[src/rtl/lru_key_value_cache_macros.svh]
// ----------------------------------------------------------------------------
// LRU key-value cache assertion macros
// Clocked assertion helpers; define ASSERT_OFF to compile them out.
// ----------------------------------------------------------------------------
`ifndef LRU_KEY_VALUE_CACHE_MACROS_SVH
`define LRU_KEY_VALUE_CACHE_MACROS_SVH

`ifndef ASSERT_OFF
// prop must hold at every clock edge outside reset
`define LKV_ASSERT(label, clk, rst_n, prop, msg) \
    label: assert property (@(posedge clk) disable iff (!rst_n) (prop)) else $error(msg);
// cond must never be true at a clock edge outside reset
`define LKV_ASSERT_NEVER(label, clk, rst_n, cond, msg) \
    `LKV_ASSERT(label, clk, rst_n, !(cond), msg)
`else
`define LKV_ASSERT(label, clk, rst_n, prop, msg)
`define LKV_ASSERT_NEVER(label, clk, rst_n, cond, msg)
`endif

`endif

[src/rtl/lkv_pkg.sv]
// ----------------------------------------------------------------------------
// LRU key-value cache package
// Field widths, operation codes and the lookup status shared by the modules.
// ----------------------------------------------------------------------------
`timescale 1ns / 1ps

package lkv_pkg;

    localparam int CAP_W  = 5;
    localparam int KEY_W  = 32;
    localparam int DATA_W = 32;

    localparam logic [CAP_W-1:0]  CAP_RESET = 5'd16;
    localparam logic [DATA_W-1:0] MISS_DATA = '1;

    localparam logic KIND_GET = 1'b0;
    localparam logic KIND_PUT = 1'b1;

    typedef struct packed {
        logic hit;   // key present in a valid entry
        logic full;  // occupancy at or above the effective capacity
    } lkv_status_t;

endpackage

[src/rtl/lkv_lookup.sv]
// ----------------------------------------------------------------------------
// LRU key-value cache lookup
// Parallel key compare, free slot pick, oldest entry pick and fill check.
// ----------------------------------------------------------------------------
`timescale 1ns / 1ps

module lkv_lookup #(
    parameter int ENTRIES = 16,
    parameter int RANK_W  = 4,
    parameter int OCC_W   = 5
) (
    input  logic [ENTRIES-1:0]                   valid_vec,
    input  logic [ENTRIES-1:0][lkv_pkg::KEY_W-1:0] keys,
    input  logic [ENTRIES-1:0][RANK_W-1:0]       ranks,
    input  logic [OCC_W-1:0]                     occupancy,
    input  logic [lkv_pkg::CAP_W-1:0]            capacity,
    input  logic [lkv_pkg::KEY_W-1:0]            lookup_key,
    output logic [ENTRIES-1:0]                   match_vec,
    output logic [ENTRIES-1:0]                   free_vec,
    output logic [ENTRIES-1:0]                   oldest_vec,
    output lkv_pkg::lkv_status_t                 status
);

    import lkv_pkg::*;

    localparam int CMP_W = (CAP_W > OCC_W) ? CAP_W : OCC_W;

    logic [CMP_W-1:0] cap_ext;
    logic [CMP_W-1:0] cap_eff;
    logic [OCC_W-1:0] last_rank;

    always_comb
    begin
        cap_ext = CMP_W'(capacity);
        if (capacity == '0)
        begin
            cap_eff = CMP_W'(1);
        end
        else if (cap_ext > CMP_W'(ENTRIES))
        begin
            cap_eff = CMP_W'(ENTRIES);
        end
        else
        begin
            cap_eff = cap_ext;
        end
    end

    // ranks of valid entries run 0..occupancy-1, so the oldest holds the last one
    assign last_rank = occupancy - OCC_W'(1);

    always_comb
    begin
        for (int i = 0; i < ENTRIES; i++)
        begin
            match_vec[i]  = valid_vec[i] && (keys[i] == lookup_key);
            oldest_vec[i] = valid_vec[i] && (OCC_W'(ranks[i]) == last_rank);
        end
    end

    // lowest clear bit of the valid vector
    assign free_vec = ~valid_vec & (valid_vec + ENTRIES'(1));

    assign status.hit  = |match_vec;
    assign status.full = CMP_W'(occupancy) >= cap_eff;

endmodule

[src/rtl/lkv_store.sv]
// ----------------------------------------------------------------------------
// LRU key-value cache entry store
// Entry keys, values, valid marks, recency ranks and occupancy with update.
// ----------------------------------------------------------------------------
`timescale 1ns / 1ps

module lkv_store #(
    parameter int ENTRIES = 16,
    parameter int RANK_W  = 4,
    parameter int OCC_W   = 5
) (
    input  logic                                   clk,
    input  logic                                   rst_n,
    input  logic                                   op_valid,
    input  logic                                   op_kind,
    input  logic [lkv_pkg::KEY_W-1:0]              op_key,
    input  logic [lkv_pkg::DATA_W-1:0]             op_value,
    input  logic [ENTRIES-1:0]                     match_vec,
    input  logic [ENTRIES-1:0]                     free_vec,
    input  logic [ENTRIES-1:0]                     oldest_vec,
    input  lkv_pkg::lkv_status_t                   status,
    output logic [ENTRIES-1:0]                     valid_vec,
    output logic [ENTRIES-1:0][lkv_pkg::KEY_W-1:0] keys,
    output logic [ENTRIES-1:0][RANK_W-1:0]         ranks,
    output logic [OCC_W-1:0]                       occupancy,
    output logic [lkv_pkg::DATA_W-1:0]             read_data
);

    import lkv_pkg::*;

    logic [ENTRIES-1:0]              valid_reg;
    logic [ENTRIES-1:0]              valid_next;
    logic [ENTRIES-1:0][RANK_W-1:0]  rank_reg;
    logic [ENTRIES-1:0][RANK_W-1:0]  rank_next;
    logic [OCC_W-1:0]                occ_reg;
    logic [OCC_W-1:0]                occ_next;
    logic [ENTRIES-1:0][KEY_W-1:0]   key_reg;
    logic [ENTRIES-1:0][DATA_W-1:0]  data_reg;

    logic [ENTRIES-1:0] sel_vec;
    logic [ENTRIES-1:0] write_vec;
    logic [RANK_W-1:0]  touch_rank;
    logic               is_put;
    logic               touch_en;
    logic               insert_en;

    assign is_put    = (op_kind == KIND_PUT);
    assign touch_en  = op_valid && (status.hit || (is_put && status.full));
    assign insert_en = op_valid && is_put && !status.hit && !status.full;
    assign sel_vec   = status.hit ? match_vec : oldest_vec;

    always_comb
    begin
        if (!(op_valid && is_put))
        begin
            write_vec = '0;
        end
        else if (status.hit)
        begin
            write_vec = match_vec;
        end
        else if (status.full)
        begin
            write_vec = oldest_vec;
        end
        else
        begin
            write_vec = free_vec;
        end
    end

    // one-hot selects, so OR the picked lanes together
    always_comb
    begin
        read_data  = '0;
        touch_rank = '0;
        for (int i = 0; i < ENTRIES; i++)
        begin
            if (match_vec[i])
            begin
                read_data = read_data | data_reg[i];
            end
            if (sel_vec[i])
            begin
                touch_rank = touch_rank | rank_reg[i];
            end
        end
    end

    always_comb
    begin
        valid_next = valid_reg;
        rank_next  = rank_reg;
        occ_next   = occ_reg;
        for (int i = 0; i < ENTRIES; i++)
        begin
            if (touch_en)
            begin
                // make the touched entry newest and age every valid entry newer than it
                if (sel_vec[i])
                begin
                    rank_next[i] = '0;
                end
                else if (valid_reg[i] && (rank_reg[i] < touch_rank))
                begin
                    rank_next[i] = rank_reg[i] + RANK_W'(1);
                end
            end
            else if (insert_en)
            begin
                if (free_vec[i])
                begin
                    rank_next[i]  = '0;
                    valid_next[i] = 1'b1;
                end
                else if (valid_reg[i])
                begin
                    rank_next[i] = rank_reg[i] + RANK_W'(1);
                end
            end
        end
        if (insert_en)
        begin
            occ_next = occ_reg + OCC_W'(1);
        end
    end

    always_ff @(posedge clk or negedge rst_n)
    begin
        if (!rst_n)
        begin
            valid_reg <= '0;
            rank_reg  <= '0;
            occ_reg   <= '0;
        end
        else
        begin
            valid_reg <= valid_next;
            rank_reg  <= rank_next;
            occ_reg   <= occ_next;
        end
    end

    always_ff @(posedge clk)
    begin
        for (int i = 0; i < ENTRIES; i++)
        begin
            if (write_vec[i])
            begin
                key_reg[i]  <= op_key;
                data_reg[i] <= op_value;
            end
        end
    end

    assign valid_vec = valid_reg;
    assign keys      = key_reg;
    assign ranks     = rank_reg;
    assign occupancy = occ_reg;

endmodule

[src/rtl/lru_key_value_cache.sv]
// ----------------------------------------------------------------------------
// LRU key-value cache
// Fully associative key-value store with least-recently-used replacement.
//
//   channel   | ports                         | transfer
//   ----------+-------------------------------+------------------------------
//   command   | start, busy, kind, key, value | start high, busy low at edge
//   result    | done, hit, data               | done high for one cycle
//   config    | capacity_we, capacity         | capacity_we high at edge
//
// One command is taken every cycle. Its result passes from the command register
// to the result register and then shows on the result ports. The compare over
// all entries and the rank update run between the command register and the
// result register. busy stays low. Reset clears valid marks, ranks and
// occupancy at once; key and value storage is not cleared. Results cannot be
// stalled.
// ----------------------------------------------------------------------------
`timescale 1ns / 1ps
`include "lru_key_value_cache_macros.svh"

module lru_key_value_cache #(
    parameter int ENTRIES = 16
) (
    input  logic                        clk,
    input  logic                        rst_n,
    input  logic                        start,
    output logic                        busy,
    input  logic                        kind,
    input  logic [lkv_pkg::KEY_W-1:0]   key,
    input  logic [lkv_pkg::DATA_W-1:0]  value,
    output logic                        done,
    output logic                        hit,
    output logic [lkv_pkg::DATA_W-1:0]  data,
    input  logic                        capacity_we,
    input  logic [lkv_pkg::CAP_W-1:0]   capacity
);

    import lkv_pkg::*;

    localparam int RANK_W = (ENTRIES > 1) ? $clog2(ENTRIES) : 1;
    localparam int OCC_W  = $clog2(ENTRIES + 1);

    logic [CAP_W-1:0]  cap_reg;
    logic              in_valid_reg;
    logic              in_kind_reg;
    logic [KEY_W-1:0]  in_key_reg;
    logic [DATA_W-1:0] in_value_reg;
    logic              done_reg;
    logic              hit_reg;
    logic [DATA_W-1:0] data_reg;
    logic [DATA_W-1:0] data_next;

    logic [ENTRIES-1:0]             valid_vec;
    logic [ENTRIES-1:0][KEY_W-1:0]  keys;
    logic [ENTRIES-1:0][RANK_W-1:0] ranks;
    logic [OCC_W-1:0]               occupancy;
    logic [DATA_W-1:0]              read_data;
    logic [ENTRIES-1:0]             match_vec;
    logic [ENTRIES-1:0]             free_vec;
    logic [ENTRIES-1:0]             oldest_vec;
    lkv_status_t                    status;

    assign busy = 1'b0;

    always_ff @(posedge clk or negedge rst_n)
    begin
        if (!rst_n)
        begin
            cap_reg <= CAP_RESET;
        end
        else if (capacity_we)
        begin
            cap_reg <= capacity;
        end
    end

    // command register
    always_ff @(posedge clk or negedge rst_n)
    begin
        if (!rst_n)
        begin
            in_valid_reg <= 1'b0;
        end
        else
        begin
            in_valid_reg <= start && !busy;
        end
    end

    always_ff @(posedge clk)
    begin
        if (start && !busy)
        begin
            in_kind_reg  <= kind;
            in_key_reg   <= key;
            in_value_reg <= value;
        end
    end

    lkv_lookup #(
        .ENTRIES (ENTRIES),
        .RANK_W  (RANK_W),
        .OCC_W   (OCC_W)
    ) u_lookup (
        .valid_vec  (valid_vec),
        .keys       (keys),
        .ranks      (ranks),
        .occupancy  (occupancy),
        .capacity   (cap_reg),
        .lookup_key (in_key_reg),
        .match_vec  (match_vec),
        .free_vec   (free_vec),
        .oldest_vec (oldest_vec),
        .status     (status)
    );

    lkv_store #(
        .ENTRIES (ENTRIES),
        .RANK_W  (RANK_W),
        .OCC_W   (OCC_W)
    ) u_store (
        .clk        (clk),
        .rst_n      (rst_n),
        .op_valid   (in_valid_reg),
        .op_kind    (in_kind_reg),
        .op_key     (in_key_reg),
        .op_value   (in_value_reg),
        .match_vec  (match_vec),
        .free_vec   (free_vec),
        .oldest_vec (oldest_vec),
        .status     (status),
        .valid_vec  (valid_vec),
        .keys       (keys),
        .ranks      (ranks),
        .occupancy  (occupancy),
        .read_data  (read_data)
    );

    always_comb
    begin
        if (in_kind_reg == KIND_PUT)
        begin
            data_next = in_value_reg;
        end
        else if (status.hit)
        begin
            data_next = read_data;
        end
        else
        begin
            data_next = MISS_DATA;
        end
    end

    // result register
    always_ff @(posedge clk or negedge rst_n)
    begin
        if (!rst_n)
        begin
            done_reg <= 1'b0;
        end
        else
        begin
            done_reg <= in_valid_reg;
        end
    end

    always_ff @(posedge clk)
    begin
        if (in_valid_reg)
        begin
            hit_reg  <= status.hit;
            data_reg <= data_next;
        end
    end

    assign done = done_reg;
    assign hit  = hit_reg;
    assign data = data_reg;

    `LKV_ASSERT(a_result_follows, clk, rst_n, start |-> ##2 done, "command transfer without result")
    `LKV_ASSERT(a_unique_match, clk, rst_n, $onehot0(match_vec), "key held in two valid entries")
    `LKV_ASSERT(a_victim_exists, clk, rst_n, (in_valid_reg && status.full) |-> $onehot(oldest_vec), "full store without a single oldest entry")
    `LKV_ASSERT(a_free_exists, clk, rst_n, (in_valid_reg && !status.full) |-> $onehot(free_vec), "store below capacity without a free entry")

endmodule
[config.mk]
export PLATFORM = sky130hd
export DESIGN_NAME = lru_key_value_cache
export DESIGN_NICKNAME = d
export VERILOG_FILES = /design/src/rtl/lkv_pkg.sv /design/src/rtl/lkv_lookup.sv /design/src/rtl/lkv_store.sv /design/src/rtl/lru_key_value_cache.sv
export VERILOG_INCLUDE_DIRS = /design/src /design/src/rtl
export SDC_FILE = /design/constraint.sdc
export NUM_CORES = 2
export LEC_CHECK = 0
export BUFFER_PORTS_ARGS = -buffer_cell sky130_fd_sc_hd__buf_2
export CELL_PAD_IN_SITES_DETAIL_PLACEMENT = 1
export CELL_PAD_IN_SITES_GLOBAL_PLACEMENT = 2
export CORE_MARGIN = 3
export CORE_UTILIZATION = 30
export CTS_CLUSTER_DIAMETER = 200
export DETAILED_ROUTE_END_ITERATION = 6
export GPL_ROUTABILITY_DRIVEN = 0
export PLACE_DENSITY = 0.66
export SLEW_MARGIN = 10
export SYNTH_ARGS = -nofsm -noshare
export SYNTH_HDL_FRONTEND = slang
export SYNTH_HIERARCHICAL = 1
export SYNTH_SLANG_ARGS = --single-unit
[constraint.sdc]
create_clock -name clk -period 15.6 [get_ports clk]
set_input_delay 3.12 -clock clk [delete_from_list [all_inputs] [get_ports clk]]
set_output_delay 3.12 -clock clk [all_outputs]
set_load 0.01 [all_outputs]
==> impl_metrics.yaml <==
outcome:
  status: "finished clean"
power_and_ir_drop:
  power_density_mw_per_mm2: 146
  combPwrFrac: 0.175
  p_leak_uw: 0.0204
  p_seq_frac: 0.470
  swShare: 0.300
  internal_power_uw: 6070
  p_clk_frac: 0.356
  ir_drop_uv: 111
  power_switching_uw: 2600
clock_network:
  clockBufferDepth: 3
  clock_latency_ns: 0.80
  cts_num_sinks: 1214
  cts_resized: 0
  cts_root_buffer: "clkbuf_16"
  clk_pin_slew_ns: 0.06
  ctsHoldBuffers: 0
  htree_levels: 4
  cts_tree: "done"
  postCtsSetupBuffers: 0
  cts_buffers: 137
logic_synthesis:
  yosys_warnings: 6
  synth_edf_count: 1122
  yosysTopAreaCell: "edfxtp_1"
  synth_async_sr_flop_share: 0.0758
  netlist_instances: 3258
  ys.flop_type: "edfxtp_1"
  seq_area_frac_synth: 0.692
  avgSynthCellArea_sq_um: 16.0
  synth-seq-cells: 1214
  netlist.area_leader.share: 0.648
  synth.distinct_cells: 64
  synth.area.top_cells: "edfxtp_1, xor2_1, dfrtp_1"
  syn_area_sq_mm: 0.0520
  syn-num-nets: 3403
finish:
  syn_to_final_growth_pct: 14.4
  seq_area_sq_mm: 0.0360
  multi_input_area_sq_mm: 0.0147
  nFillCells: 17700
  drive_above_1_share: 0.147
  fin_util: 0.346
  final_nets: 3579
place:
  port_buffers: 107
  dpl.hpwl_um: 88300
floorplan:
  initial_core_util: 0.303
  die-area_sq_mm: 0.178
  rows: 152
  die_x_um: 422
  die_h_um: 422
  io_pins: 109
  coreArea_sq_mm: 0.172
worst_setup_path:
  critPathArrivalTime_ns: 8.53
  critical_path_class: "reg -> reg"
  cp.buffers_inverters: 4
  crit_chain: "buf_4 -> xor2_1 -> nor4_1 -> nand3_1 -> nor3_4 -> buf_4 -> nor4_1 -> nand4_1 -> buf_4 -> mux2_2 -> a22o_1 -> a221oi_1 -> nand3_1 -> nor2_1 -> buf_4 -> ha_1 -> a211oi_1 -> nor3b_1 -> o31ai_4 -> a21oi_1 -> mux2_1"
  cp_top_family: "simple AND/OR/NAND/NOR gates"
  cp-start-kind: "flop"
  required_ns: 16.26
  cp_slowest_cell: "nor2_1"
  cp_common_cell: "buf_4"
  cp_max_fo: 35
  cp_slowest_stage_delay_ns: 0.65
  cp-end-kind: "flop"
sta:
  fin_tns_setup_ns: 0
  fmax_mhz: 127
  drv_slew: 0
  post-route-min-period_ns: 7.87
  setup_viol: 0
  relSlewSlack: 0.154
  rsz0062_at_grt: "false"
  fin_crit_sh: 0.504
  skew_ns: 0.0494
  finalHoldViolCount: 0
  max_slew.worst_pin.slew_ns: 1.26
drt:
  antenna_left: 0
  first_iter_violations: 2478
  avgRoutedWirePerCell_um: 27.0
  routed_via_density: 5.11
  firstDrtPassIters: 7
  drc: 0
  drt_wl_total_um: 158000
  vias: 29900
global_routing:
  grt_max_degree: 60
  antenna_found_initial: 3
  grtUsageTotal: 0.174
  grt_pass1_vias: 31100
  grt_pass1_wl_um: 228000
  grt_overflow: 0
job:
  drv_cap: 0
min_path:
  min_path_type: "reg -> reg"
synth_stat cells (all sizes together) (20+ instances only):
| cell | n |
|---|---|
| edfxtp | 1122 |
| xor2 | 505 |
| a22o | 136 |
| a221oi | 134 |
| nor4 | 113 |
| inv | 99 |
| buf | 94 |
| dfrtp | 91 |
| nor2 | 90 |
| xnor2 | 90 |
| nand4 | 76 |
| clkbuf | 71 |
| ha | 71 |
| nand3 | 65 |
| nor3 | 63 |
| mux2i | 59 |
| nand2 | 49 |
| a21oi | 47 |
| o21ai | 41 |
| o31ai | 32 |
| a2bb2oi | 31 |
| mux2 | 29 |
| a211oi | 22 |
| a22oi | 20 |
worst paths after layout:
kind	slack, ns	end	cells past startpoint	start
hold / removal	0.51	cap_reg[0]$_DFFE_PN0P_	1	cap_reg[0]$_DFFE_PN0P_
min in group asynchronous	2.42	u_store/ranks[28]$_DFFE_PN0P_	1	rst_n
setup reg to reg	7.73	u_store/ranks[16]$_DFFE_PN0P_	21	in_key_reg[13]$_DFFE_PP_
max in group asynchronous	12.01	in_valid_reg$_DFF_PN0_	2	rst_n
setup / recovery	7.73	u_store/ranks[16]$_DFFE_PN0P_	21	in_key_reg[13]$_DFFE_PP_
hold reg to reg	0.51	cap_reg[0]$_DFFE_PN0P_	1	cap_reg[0]$_DFFE_PN0P_
per-stage QoR:
stage / hold WS [ns] / area [sq um] / power (uW) / setup WS, ns / instances
finish: 0.507 / 59500 / 8670 / 7.73 / 5850
global route: 0.533 / 59500 / 9060 / 7.10 / 5850
detailed placement: 0.493 / 55300 / 5650 / 7.79 / 5605
floorplan: 0.459 / 52000 / 5080 / 9.79 / 3258
global placement: 0.492 / 55300 / 5610 / 7.94 / 5605
CTS: 0.511 / 59500 / 8760 / 7.76 / 5849
cell families (layout without fill, tap and decap cells):
logic type / Yosys count / after routing / synth area share
simple gates: 495 / 495 / 0.0532
compound gates: 530 / 530 / 0.0896
buf+inv: 264 / 545 / 0.0292
mux: 88 / 88 / 0.0181
other cells: 1 / 2 / 0.0000721
fa+ha+maj: 71 / 71 / 0.0171
flops: 1214 / 1214 / 0.692
xor+xnor: 595 / 595 / 0.101
per-layer routing:
| layer | global-route usage | up-vias | routed length, um |
|---|---|---|---|
| met1 | 0.239 | 15900 | 71300 |
| met5 | 0 | - | 0 |
| met3 | 0.0232 | 200 | 6790 |
| met2 | 0.290 | 746 | 76500 |
| li1 | - | 13000 | - |
| met4 | 0.0464 | 0 | 3460 |
cell usage in the layout (no fill, tap or decap), types with 14 or more instances in the layout:
cell / instances
edfxtp_1: 1122
xor2_1: 505
clkbuf_16: 137
a22o_1: 136
a221oi_1: 134
buf_2: 105
nor4_1: 104
inv_1: 99
buf_4: 97
dfrtp_1: 90
xnor2_1: 88
nand4_1: 75
nor2_1: 74
ha_1: 71
nand3_1: 65
mux2i_1: 59
nor3_1: 49
nand2_1: 46
a21oi_1: 45
o21ai_0: 40
clkbuf_1: 34
a2bb2oi_2: 30
clkinv_1: 30
a211oi_1: 22
o31ai_1: 19
nor2_4: 16
clkinv_2: 15
a21o_1: 15
o21a_1: 14
area by class of cell:
cell class / instances / area share
antenna: 1 / 0.0000420
clock buffer: 172 / 0.0600
clock inverter: 72 / 0.0115
inverter: 99 / 0.00624
multi-input combinational: 1780 / 0.248
sequential: 1214 / 0.605
tap: 2310 / 0.0486
timing repair buffer: 202 / 0.0211
power groups by stage:
stage	Clock [uW]	Sequential [uW]	Combinational, uW
after floorplan	0	4070	1000
after global routing	3290	4100	1670
after CTS	3170	4080	1520
after global placement	0	4130	1470
final	3090	4070	1510
after detailed placement	0	4140	1510
worst register-to-register path, delay by kind of cell (launching register included):
| family | cells | cell delay [ns] |
|---|---|---|
| AND/OR/NAND/NOR | 8 | 2.77 |
| XOR/XNOR | 1 | 0.16 |
| adder cells (fa/ha/maj) | 1 | 0.28 |
| buffers and inverters | 4 | 1.80 |
| multiplexers | 2 | 0.85 |
| AO/OA/AOI/OAI | 5 | 1.29 |
| flip-flops | 1 | 0.59 |
No activity file was read; power rests on OpenSTA's default activity.
